`src/rtl/core/iee_pkg.sv`:
```
// shared types, codes and helper functions of the infix expression evaluator
package iee_pkg;

  // operator stack codes
  typedef enum logic [2:0] {
    OP_LPAREN = 3'd0,
    OP_ADD    = 3'd1,
    OP_SUB    = 3'd2,
    OP_MUL    = 3'd3,
    OP_DIV    = 3'd4
  } op_code_t;

  // result status codes
  typedef enum logic [2:0] {
    ST_OK        = 3'd0,
    ST_MALFORMED = 3'd1,
    ST_FULL      = 3'd2,
    ST_DIVZERO   = 3'd3,
    ST_SAT       = 3'd4
  } status_t;

  // character classes
  typedef enum logic [2:0] {
    CC_DIGIT,
    CC_LPAREN,
    CC_RPAREN,
    CC_OPER,
    CC_OTHER
  } char_class_t;

  // controller states
  typedef enum logic [4:0] {
    S_IDLE,
    S_CHAR,
    S_CLASS,
    S_RP_RD,
    S_RP_TEST,
    S_OP_RD,
    S_OP_TEST,
    S_END,
    S_FIN_RD,
    S_FIN_TEST,
    S_FIN_VRD,
    S_RED_RB,
    S_RED_RA,
    S_RED_EX,
    S_RED_ALU,
    S_OUT
  } ctrl_state_t;

  // arithmetic unit phases
  typedef enum logic [1:0] {
    A_IDLE,
    A_MUL,
    A_DIV,
    A_FIN
  } alu_phase_t;

  // character codes
  localparam logic [7:0] CH_ZERO   = 8'h30;
  localparam logic [7:0] CH_NINE   = 8'h39;
  localparam logic [7:0] CH_PLUS   = 8'h2B;
  localparam logic [7:0] CH_MINUS  = 8'h2D;
  localparam logic [7:0] CH_STAR   = 8'h2A;
  localparam logic [7:0] CH_SLASH  = 8'h2F;
  localparam logic [7:0] CH_LPAREN = 8'h28;
  localparam logic [7:0] CH_RPAREN = 8'h29;

  // multiplier operand slice per cycle
  localparam int MUL_CHUNK = 16;

  // commands from controller to datapath
  typedef struct packed {
    logic latch_in;
    logic digit;
    logic flush;
    logic push_lparen;
    logic push_oper;
    logic pop_op;
    logic red_pop;
    logic sel_second;
    logic latch_b;
    logic alu_start;
    logic red_wb;
    logic note_mal;
    logic load_out;
    logic clear;
  } ctrl_cmd_t;

  // status from datapath to controller
  typedef struct packed {
    char_class_t cls;
    logic        aborted;
    logic        nip;
    logic        last;
    logic        ocnt_zero;
    logic        top_lparen;
    logic        top_rank_ge;
    logic        vcnt_lt2;
    logic        vcnt_one;
    logic        alu_done;
    logic        out_busy;
  } dp_status_t;

  function automatic char_class_t classify(input logic [7:0] c);
    char_class_t r;
    if (c >= CH_ZERO && c <= CH_NINE) begin
      r = CC_DIGIT;
    end else begin
      case (c)
        CH_LPAREN: r = CC_LPAREN;
        CH_RPAREN: r = CC_RPAREN;
        CH_PLUS, CH_MINUS, CH_STAR, CH_SLASH: r = CC_OPER;
        default: r = CC_OTHER;
      endcase
    end
    return r;
  endfunction

  function automatic op_code_t op_of(input logic [7:0] c);
    op_code_t r;
    case (c)
      CH_PLUS:  r = OP_ADD;
      CH_MINUS: r = OP_SUB;
      CH_STAR:  r = OP_MUL;
      CH_SLASH: r = OP_DIV;
      default:  r = OP_LPAREN;
    endcase
    return r;
  endfunction

  function automatic logic [1:0] rank(input op_code_t op);
    logic [1:0] r;
    case (op)
      OP_ADD, OP_SUB: r = 2'd1;
      OP_MUL, OP_DIV: r = 2'd2;
      default:        r = 2'd0;
    endcase
    return r;
  endfunction

  // saturation never overrides an error; the first error sticks
  function automatic status_t note(input status_t cur, input status_t st);
    status_t r;
    r = cur;
    if (st == ST_SAT) begin
      if (cur == ST_OK) r = ST_SAT;
    end else if (st != ST_OK && (cur == ST_OK || cur == ST_SAT)) begin
      r = st;
    end
    return r;
  endfunction

  function automatic logic is_abort(input status_t st);
    return (st != ST_OK) && (st != ST_SAT);
  endfunction

endpackage

```
`src/rtl/core/iee_ctrl.sv`:
```
// controller state machine sequencing character handling and reductions
module iee_ctrl (
  input  logic                 clk,
  input  logic                 rst_n,
  input  logic                 in_fire,
  input  iee_pkg::dp_status_t  st,
  output iee_pkg::ctrl_cmd_t   cmd,
  output logic                 in_ready
);

  iee_pkg::ctrl_state_t state_r, state_nxt;
  iee_pkg::ctrl_state_t ret_r, ret_nxt;
  logic red_bad;
  logic op_reduce;

  assign red_bad   = st.top_lparen || st.vcnt_lt2;
  assign op_reduce = !st.ocnt_zero && !st.top_lparen && st.top_rank_ge;

  // state registers
  always_ff @(posedge clk) begin
    if (!rst_n) begin
      state_r <= iee_pkg::S_IDLE;
      ret_r   <= iee_pkg::S_IDLE;
    end else begin
      state_r <= state_nxt;
      ret_r   <= ret_nxt;
    end
  end

  // next state
  always_comb begin
    state_nxt = state_r;
    ret_nxt   = ret_r;
    case (state_r)
      iee_pkg::S_IDLE: begin
        if (in_fire) state_nxt = iee_pkg::S_CHAR;
      end
      iee_pkg::S_CHAR: begin
        if (st.aborted || st.cls == iee_pkg::CC_DIGIT) state_nxt = iee_pkg::S_END;
        else state_nxt = iee_pkg::S_CLASS;
      end
      iee_pkg::S_CLASS: begin
        if (st.aborted) begin
          state_nxt = iee_pkg::S_END;
        end else begin
          case (st.cls)
            iee_pkg::CC_RPAREN: state_nxt = iee_pkg::S_RP_RD;
            iee_pkg::CC_OPER:   state_nxt = iee_pkg::S_OP_RD;
            default:            state_nxt = iee_pkg::S_END;
          endcase
        end
      end
      iee_pkg::S_RP_RD: state_nxt = iee_pkg::S_RP_TEST;
      iee_pkg::S_RP_TEST: begin
        if (st.aborted || st.ocnt_zero || st.top_lparen) begin
          state_nxt = iee_pkg::S_END;
        end else begin
          ret_nxt   = iee_pkg::S_RP_RD;
          state_nxt = red_bad ? iee_pkg::S_RP_RD : iee_pkg::S_RED_RB;
        end
      end
      iee_pkg::S_OP_RD: state_nxt = iee_pkg::S_OP_TEST;
      iee_pkg::S_OP_TEST: begin
        if (!st.aborted && op_reduce) begin
          ret_nxt   = iee_pkg::S_OP_RD;
          state_nxt = red_bad ? iee_pkg::S_OP_RD : iee_pkg::S_RED_RB;
        end else begin
          state_nxt = iee_pkg::S_END;
        end
      end
      iee_pkg::S_END: begin
        if (!st.last) state_nxt = iee_pkg::S_IDLE;
        else if (st.aborted) state_nxt = iee_pkg::S_OUT;
        else state_nxt = iee_pkg::S_FIN_RD;
      end
      iee_pkg::S_FIN_RD: state_nxt = iee_pkg::S_FIN_TEST;
      iee_pkg::S_FIN_TEST: begin
        if (st.aborted) begin
          state_nxt = iee_pkg::S_OUT;
        end else if (!st.ocnt_zero) begin
          ret_nxt   = iee_pkg::S_FIN_RD;
          state_nxt = red_bad ? iee_pkg::S_FIN_RD : iee_pkg::S_RED_RB;
        end else begin
          state_nxt = iee_pkg::S_FIN_VRD;
        end
      end
      iee_pkg::S_FIN_VRD: state_nxt = iee_pkg::S_OUT;
      iee_pkg::S_RED_RB:  state_nxt = iee_pkg::S_RED_RA;
      iee_pkg::S_RED_RA:  state_nxt = iee_pkg::S_RED_EX;
      iee_pkg::S_RED_EX:  state_nxt = iee_pkg::S_RED_ALU;
      iee_pkg::S_RED_ALU: begin
        if (st.alu_done) state_nxt = ret_r;
      end
      iee_pkg::S_OUT: begin
        if (!st.out_busy) state_nxt = iee_pkg::S_IDLE;
      end
      default: state_nxt = iee_pkg::S_IDLE;
    endcase
  end

  // command outputs
  always_comb begin
    cmd      = '0;
    in_ready = 1'b0;
    case (state_r)
      iee_pkg::S_IDLE: begin
        in_ready     = 1'b1;
        cmd.latch_in = in_fire;
      end
      iee_pkg::S_CHAR: begin
        if (!st.aborted) begin
          cmd.digit = (st.cls == iee_pkg::CC_DIGIT);
          cmd.flush = (st.cls != iee_pkg::CC_DIGIT) && st.nip;
        end
      end
      iee_pkg::S_CLASS: begin
        cmd.push_lparen = !st.aborted && (st.cls == iee_pkg::CC_LPAREN);
      end
      iee_pkg::S_RP_TEST: begin
        if (!st.aborted) begin
          if (st.ocnt_zero) begin
            cmd.note_mal = 1'b1;
          end else if (st.top_lparen) begin
            cmd.pop_op = 1'b1;
          end else begin
            cmd.red_pop  = 1'b1;
            cmd.note_mal = red_bad;
          end
        end
      end
      iee_pkg::S_OP_TEST: begin
        if (!st.aborted) begin
          if (op_reduce) begin
            cmd.red_pop  = 1'b1;
            cmd.note_mal = red_bad;
          end else begin
            cmd.push_oper = 1'b1;
          end
        end
      end
      iee_pkg::S_END: begin
        cmd.flush = st.last && !st.aborted && st.nip;
      end
      iee_pkg::S_FIN_TEST: begin
        if (!st.aborted) begin
          if (!st.ocnt_zero) begin
            cmd.red_pop  = 1'b1;
            cmd.note_mal = red_bad;
          end else begin
            cmd.note_mal = !st.vcnt_one;
          end
        end
      end
      iee_pkg::S_RED_RA: begin
        cmd.latch_b    = 1'b1;
        cmd.sel_second = 1'b1;
      end
      iee_pkg::S_RED_EX: begin
        cmd.alu_start = 1'b1;
      end
      iee_pkg::S_RED_ALU: begin
        cmd.red_wb = st.alu_done;
      end
      iee_pkg::S_OUT: begin
        cmd.load_out = !st.out_busy;
        cmd.clear    = !st.out_busy;
      end
      default: begin
        cmd = '0;
      end
    endcase
  end

endmodule

```
`config.mk`:
```
export PLATFORM = sky130hd
export DESIGN_NAME = iee_ctrl
export DESIGN_NICKNAME = d
export VERILOG_FILES = /design/src/rtl/core/iee_pkg.sv /design/src/rtl/core/iee_ctrl.sv
export SDC_FILE = /design/constraint.sdc
export NUM_CORES = 1
export LEC_CHECK = 0
export ABC_AREA = 1
export BUFFER_PORTS_ARGS = -buffer_cell sky130_fd_sc_hd__buf_2
export CAP_MARGIN = 20
export CORE_MARGIN = 5
export CORE_UTILIZATION = 38
export CTS_CLUSTER_SIZE = 20
export DETAILED_ROUTE_END_ITERATION = 16
export PLACE_DENSITY = 0.75
export REMOVE_ABC_BUFFERS = 1
export SYNTH_ARGS = -nofsm -noshare
export SYNTH_HDL_FRONTEND = slang
export SYNTH_SLANG_ARGS = --single-unit
```
`constraint.sdc`:
```
create_clock -name clk -period 2.45 [get_ports clk]
set_input_delay 0.245 -clock clk [delete_from_list [all_inputs] [get_ports clk]]
set_output_delay 0.245 -clock clk [all_outputs]
set_load 0.03 [all_outputs]
```
==> results of run 1 <==
how the worst min path moves through the flow:
stage | start | end | slack (ns)
2_1_floorplan | rst_n | ret_r[0] | 0.39
3_3_place_gp | ret_r[3] | ret_r[3] | 0.46
3_5_place_dp | ret_r[2] | ret_r[2] | 0.47
4_1_cts | rst_n | ret_r[0] | 0.25
5_1_grt | rst_n | ret_r[1] | 0.26
6_report | rst_n | ret_r[0] | 0.25
area by class of cell:
class / count / area [µm²] / share of cell area
Inverter: 31 / 116.4 / 0.1123
Multi-Input combinational cell: 118 / 551.8 / 0.5326
Sequential cell: 8 / 160.2 / 0.1546
Clock buffer: 3 / 22.52 / 0.02174
Tap cell: 28 / 35.03 / 0.03382
Timing Repair Buffer: 30 / 150.1 / 0.1449
where the power goes:
part	internal [µW]	total [µW]	switching, µW
Combinational	122	382	260
Sequential	152	190	37.9
Clock	55.9	98.4	42.5
cell usage after synthesis, drive strengths merged:
master,instances
nand2,46
inv,31
nor2,29
nand3,11
a21oi,9
dfxtp,8
o21ai,8
nor3,5
buf,3
nand4,3
o211ai,2
and3,1
nand3b,1
nor3b,1
o22ai,1
o311ai,1
critical path, delay by kind of cell, from the launching register on:
family / cells / cell delay [ns]
and+or+nand+nor: 2 / 0.32
AOI/OAI and AO/OA: 1 / 0.26
DFF: 1 / 0.49
buffers and inverters: 2 / 0.32
layout by cell type, fill, tap and decap left out, drive strengths merged:
master and n:
o211ai 2, and3 1, o21ai 8, nand2 46, a21oi 9, dfxtp 8, nand3b 1, inv 31
nor2 29, o22ai 1, nand4 3, nor3b 1, clkbuf 3, nor3 5, nand3 11, o311ai 1
buf 30
logic make-up (layout without fill, tap and decap cells):
group,after synthesis,count (layout)
buf+inv,34,64
compound gates,21,21
simple gates,97,97
flops,8,8
state kept, by name, summed over array words and instances (netlist names):
register and flops:
ret_r 4, state_r 4
metrics by stage:
step | utilization | setup WS [ns] | instance area (µm²)
6_report | 0.4775 | 0.5672 | 1036
2_1_floorplan | - | 0.3947 | 828.3
3_5_place_dp | 0.4671 | 0.8708 | 1013
3_3_place_gp | 0.4671 | 0.8720 | 1013
5_1_grt | 0.4775 | 0.4826 | 1036
4_1_cts | 0.4775 | 0.5875 | 1036
metal layers:
layer  wire length, µm  global-route usage
met3               132             0.03394
met2              1014              0.2300
met1              1016              0.1822
met4                14             0.02980
met5                 0                   0
==> results.md, run 1 <==
- Counting the buffers created by CTS gives 3.
- The global-route wire length before repair is 3670 µm.
- The startpoint type of the worst setup path is a flop.
- The main combinational cell family by area after synthesis is simple AND/OR/NAND/NOR gates.
- Walking the worst path, the cells encountered are nand2_2, nor2_4, inv_1, o311ai_1, buf_2.
- Setup repair after global routing left no endpoint under its margin.
- The congestion estimate from routability-driven global placement came to 0.8611.
- The initial antenna violation count is 0.
- The clock transition at the register clock pins on the worst setup and hold paths after CTS is 0.06 ns.
- Based on the critical path, the design can be clocked at up to 0.5311 GHz.
- The layout overhead on the synthesized area is 22.12%.
- The final cycle utilization of the critical path is 0.7685.
- The worst setup path is of the reg -> out kind.
- The global router's overall resource usage is 0.1388.
- The residual DRC count is 0.
- The worst register-to-register path ends at state_r[3].
- The number of placed instances with taps included is 215.
- In this run the standard cell core region covers 2170 µm².
- Detailed placement finished with a half-perimeter wire length of 1842 µm.
- Entering global routing, the biggest net connects 9 pins.
- The worst register-to-register path begins at state_r[3].
- The setup TNS after final layout is 0 ns.
- The flow ran to the end, and the final reports show no timing, DRC or antenna violations.
- The worst setup path startpoint is state_r[1].
- The maximum buffer depth of the clock tree is 2.
- The final route contains 1040 vias.
- Once layout is complete, the cells apart from fillers number 218.
- The area share of and/or/nand/nor cells after synthesis is 0.5147.
- The power density over the cells is 647.1 nW/µm².
- The number of instances in the synthesized netlist is 160.
- For flop-to-flop paths, the worst setup slack is 1.02 ns.
- For this design the static power due to leakage is 0.0005945 µW.
- The deepest level of the CTS H-tree is 1.
- The clock period minus worst slack is 1.883 ns.
- The biggest fanout along the worst timing path is 7.
- The number of top-level pins is 31.
- The total power is 670.4 µW.
- The quantity of gates resized following cts is 0.
- The worst path arrival time is 1.64 ns.
- The number of core rows is 17.
- The worst hold path belongs to the class in -> reg.
- The total of flip-flops plus latches after synthesis is 8.
- The die covers 3278 µm².
- The cell area that synthesis handed to floorplanning was 848.3 µm².
- The post-CTS setup-driven buffer insertion count is 0.
- The detailed router finished its first iteration with 29 violations.
- The final hold violation count is 0.
- After the last flow step, the layout net total stands at 208.
- Hold repair after CTS inserted 0 buffers.
- The nature of the critical path endpoint is a primary output.
- After synthesis, the cell types taking the most area are sky130_fd_sc_hd__dfxtp_1 (19%), sky130_fd_sc_hd__nand2_1 (19%), sky130_fd_sc_hd__inv_1 (12%).
- Synthesis instantiated 22 different standard cells from the library.
- The logic depth of the worst register-to-register path is 9.
- The via count of the first global-routing pass was 902.
- The top-area cell type share of the netlist area is 0.1888.
- The latest clock arrival within the worst-skew pair is 0.25 ns.
- The share of the Yosys chip area taken by registers is 0.1888.
- Max-cap violations in this run came to 0.
- The detailed-route wire length per cell is 9.986 µm.
- CTS saw 8 sinks.
- The Yosys step of the flow raised 0 warnings.
- The peak ir drop on the vdd network is 0.0003713 V.
- The number of stages on the worst hold path is 3.
- The effective utilization at floorplan is 0.3910.
- The count of final max-slew check failures came to 0.
- The layout has 256 filler cells.
- CTS placed an instance of sky130_fd_sc_hd__clkbuf_4 at the clock tree root.
- The post-route clock skew is 0.009022 ns.
- Measured against its own limit, the worst slew margin works out to 0.7993.
- The transition time of the tightest slew-check pin is 0.3006 ns.
- The clock tree from TritonCTS is done.
- The final global-route overflow total is 0.
- The die boundary height is 57.25 µm.
- The final wirelength is 2177 µm.
- Buffers placed on the I/O ports in this run total 30.
- The number of iterations in the first detailed-routing pass is 4.
- The multiplexer fraction of the synthesized cell area is 0.
- The worst hold margin is 0.2504 ns.
- The fraction of the mapped netlist area in adder cells is 0.
- After detailed routing, the number of vias per cell comes to 4.771.
- In this run the remaining antenna-violating nets after routing total 0.
- The average cell area after synthesis is 5.302 µm².
- The cell type with the largest total area after synthesis is sky130_fd_sc_hd__dfxtp_1.
- Of the total synthesized cell area, the portion taken by XOR and XNOR cells is 0.
- 0 antenna diodes ended up in the layout.
- The horizontal die dimension is 57.25 µm.
- Setup violations remaining at the end of the flow were counted as 0.
- The timing endpoint of the critical path is cmd[2].
- The area fraction in compound gates after synthesis was 0.1357.
- In this design, the stage delay of the slowest critical-path cell is 0.49 ns.
- In the final layout, the share of cells above drive strength 1 is 0.2632.
- The slowest stage cell on the critical path is sky130_fd_sc_hd__dfxtp_1.
- For the worst setup path, the data required time is 2.20 ns.
No activity file was read; power rests on OpenSTA's default activity.
==> run 2, diff against run 1 <==
==> constraint.sdc (replaced) <==
create_clock -name clk -period 1.86 [get_ports clk]
set_input_delay 0.186 -clock clk [delete_from_list [all_inputs] [get_ports clk]]
set_output_delay 0.186 -clock clk [all_outputs]
set_load 0.03 [all_outputs]
==> run 2 against run 1 <==
Against the previous run: non-clock buffer count unchanged; hold slack got worse by 0.050 ns; sequential share of layout area rose by 0.17 points; flip-flop and latch count is the same; largest power group unchanged; largest cell class unchanged.
==> results.md, run 2 (synthesis results as in run 1) <==
- The run finished with clean final reports.
- The number of setup violations in the final report is 0.
- On the final layout, the worst clock skew is 0.004607 ns.
- The via total after detailed routing is 1060.
- The final global-route overflow total is 0.
- The worst slew slack as a fraction of its limit is 0.8181.
- The half-perimeter wire length after placement is 1873 µm.
- The count of hold buffers inserted by post-cts repair is 0.
- Leaving out fill and tap cells, the most frequent cells in the layout are sky130_fd_sc_hd__nand2_1 (42), sky130_fd_sc_hd__buf_2 (29), sky130_fd_sc_hd__inv_1 (26), sky130_fd_sc_hd__nor2_1 (21), sky130_fd_sc_hd__nand3_1 (11).
- The area occupied by multi-input gates is 551.8 µm².
- The fraction of layout instances using a drive strength above 1 is 0.2737.
- The peak ir drop on the vdd network is 0.0006154 V.
- Data arrives at the worst endpoint at 1.62 ns.
- In this run the vertical extent of the chip is 57.25 µm.
- The slowest stage of the critical path is the sky130_fd_sc_hd__dfxtp_1 cell.
- Once detail routing completed, the nets flagged for antenna violations numbered 0.
- The per-cell via count in the routed design is 4.862.
- The horizontal die dimension is 57.25 µm.
- In the final layout, the registers with the most flip-flops are ret_r: 4 flops, state_r: 4 flops.
- After clock tree synthesis, the clock-pin slew on the worst setup and hold paths is 0.05 ns.
- The post-layout instance area is 1041 µm².
- The initial antenna violation count is 0.
- The standard cell core area is 2170 µm².
- The residual DRC count is 0.
- Walking the worst path, the cells encountered are inv_1, nand2_1, nor2_4, inv_1, o311ai_1, buf_4.
- For this block, the routed nets add up to 2233 µm of wire.
- Along the worst path, the maximum fanout reaches 5.
- The path class of the tightest hold or removal check is in -> reg.
- The transition time of the tightest slew-check pin is 0.2687 ns.
- The tool flagged a number of max-cap violations equal to 0.
- Summing all placed instances gives a cell area of 1013 µm².
- In the final layout, flip-flops and latches occupy 162.7 µm².
- The count of final max-slew check failures is 0.
- For this run, the top clock speed supported by timing is 0.5535 GHz.
- The layout overhead on the synthesized area is 22.71%.
- The overall die area is 3278 µm².
- The iteration-0 DRC count of the detailed router is 24.
- By startpoint and endpoint, the worst setup path is classified as reg -> out.
- CTS built an H-tree with a depth of 1.
- The worst-case setup slack after placement is 0.3476 ns.
- The clock period minus worst slack is 1.807 ns.
- 0 antenna diodes ended up in the layout.
- The global router's overall resource usage is 0.1360.
- The worst setup path is captured at a primary output.
- The clock tree root driver cell is sky130_fd_sc_hd__clkbuf_4.
- Clock latency on the worst-skew pair, taken at its later pin, is 0.25 ns.
- Data on the critical path is required at its endpoint by 1.67 ns.
- In this run the core area contains 17 standard-cell rows.
- The static leakage is 0.0005950 µW.
- The number of nets at the end of the flow is 208.
- The global placer's final weighted congestion is 0.7930.
- The via count of the first global-routing pass was 877.
- Dividing the detail-routed wire length by the instance count gives 10.24 µm.
- The layout filler cell count is 256.
- The TritonCTS buffer count is 3.
- The power density over the cells is 864.6 nW/µm².
- The maximum number of pins on one net before global-route repair is 9.
- The largest single stage delay on the critical path is 0.33 ns.
- The maximum buffer depth of the clock tree is 2.
- The startpoint type of the worst setup path is a flop.
- The library cell appearing most often on the critical path is sky130_fd_sc_hd__inv_1.
- Setup repair after global routing left no endpoint under its margin.
- Post-CTS timing repair inserted 0 buffers for setup.
- The library cell used most frequently in the layout, excluding fill and tap cells, is sky130_fd_sc_hd__nand2_1.
- In the post-route analysis, the smallest setup slack over all paths is 0.05337 ns.
- The effective utilization at floorplan is 0.3910.
- The sink count of the clock tree is 8.
- The final hold violation count came to 0.
- The number of top-level pins is 31.
- The quantity of gates resized following cts is 0.
- Dividing the final minimum period by the clock period gives 0.9713.
- The global-route wire length before repair is 3588 µm.
- The first detailed-routing pass took 4 iterations.
- The clock tree from TritonCTS is done.
- Input and output buffers added on the ports amount to 30.
[run 2: cell count changes in the layout (fill, tap and decap cells not counted)]
cell                      change
sky130_fd_sc_hd__dfxtp_1      -2
sky130_fd_sc_hd__dfxtp_2      +2
sky130_fd_sc_hd__buf_4        +1
sky130_fd_sc_hd__buf_2        -1
[run 2: routing by layer]
metal | global-route usage | vias up | wire length [µm]
met1 | 0.1752 | 451 | 1021
li1 | - | 568 | -
met4 | 0.04636 | 0 | 17
met3 | 0.03846 | 4 | 146
met2 | 0.2170 | 37 | 1048
met5 | 0 | - | 0
[run 2: metrics by stage]
| stage | TNS, ns | hold WS, ns | power [µW] | cells | util |
|---|---|---|---|---|---|
| final | 0 | 0.2005 | 900.0 | 218 | 0.4798 |
| after global routing | 0 | 0.1946 | 988.8 | 218 | 0.4798 |
| after CTS | 0 | 0.1861 | 899.0 | 218 | 0.4775 |
| after detailed placement | 0 | 0.4511 | 762.8 | 215 | 0.4671 |
| after global placement | 0 | 0.4501 | 760.3 | 215 | 0.4671 |
| after floorplan | -0.2727 | 0.3264 | 632.5 | 157 | - |
[run 2: worst max-delay path: cells and delay by family (launching register included)]
family / cells / cell delay [ns]
flip-flops: 1 / 0.33
AND/OR/NAND/NOR: 2 / 0.37
AO/OA/AOI/OAI: 1 / 0.29
buffers and inverters: 3 / 0.37
[run 2: power breakdown]
group | total [µW] | leakage [µW] | switching, µW | internal [µW]
logic | 514 | 0.000516 | 352 | 162
clock network | 132 | 0.0000138 | 58.3 | 73.8
registers | 254 | 0.0000657 | 49.4 | 205
total | 900 | 0.000595 | 460 | 440
[run 2: final cells by class]
| class | instances | area share |
|---|---|---|
| Multi-Input combinational cell | 118 | 0.5300 |
| Sequential cell | 8 | 0.1562 |
| Timing Repair Buffer | 30 | 0.1466 |
| Inverter | 31 | 0.1118 |
| Tap cell | 28 | 0.03365 |
| Clock buffer | 3 | 0.02163 |
[run 2: worst paths after layout]
kind	from	to	slack (ns)	cells past startpoint
hold / removal	rst_n	ret_r[0]	0.20	3
setup / recovery	state_r[3]	cmd[2]	0.05	6
hold reg to reg	ret_r[3]	ret_r[3]	0.46	2
setup reg to reg	state_r[3]	state_r[3]	0.45	9
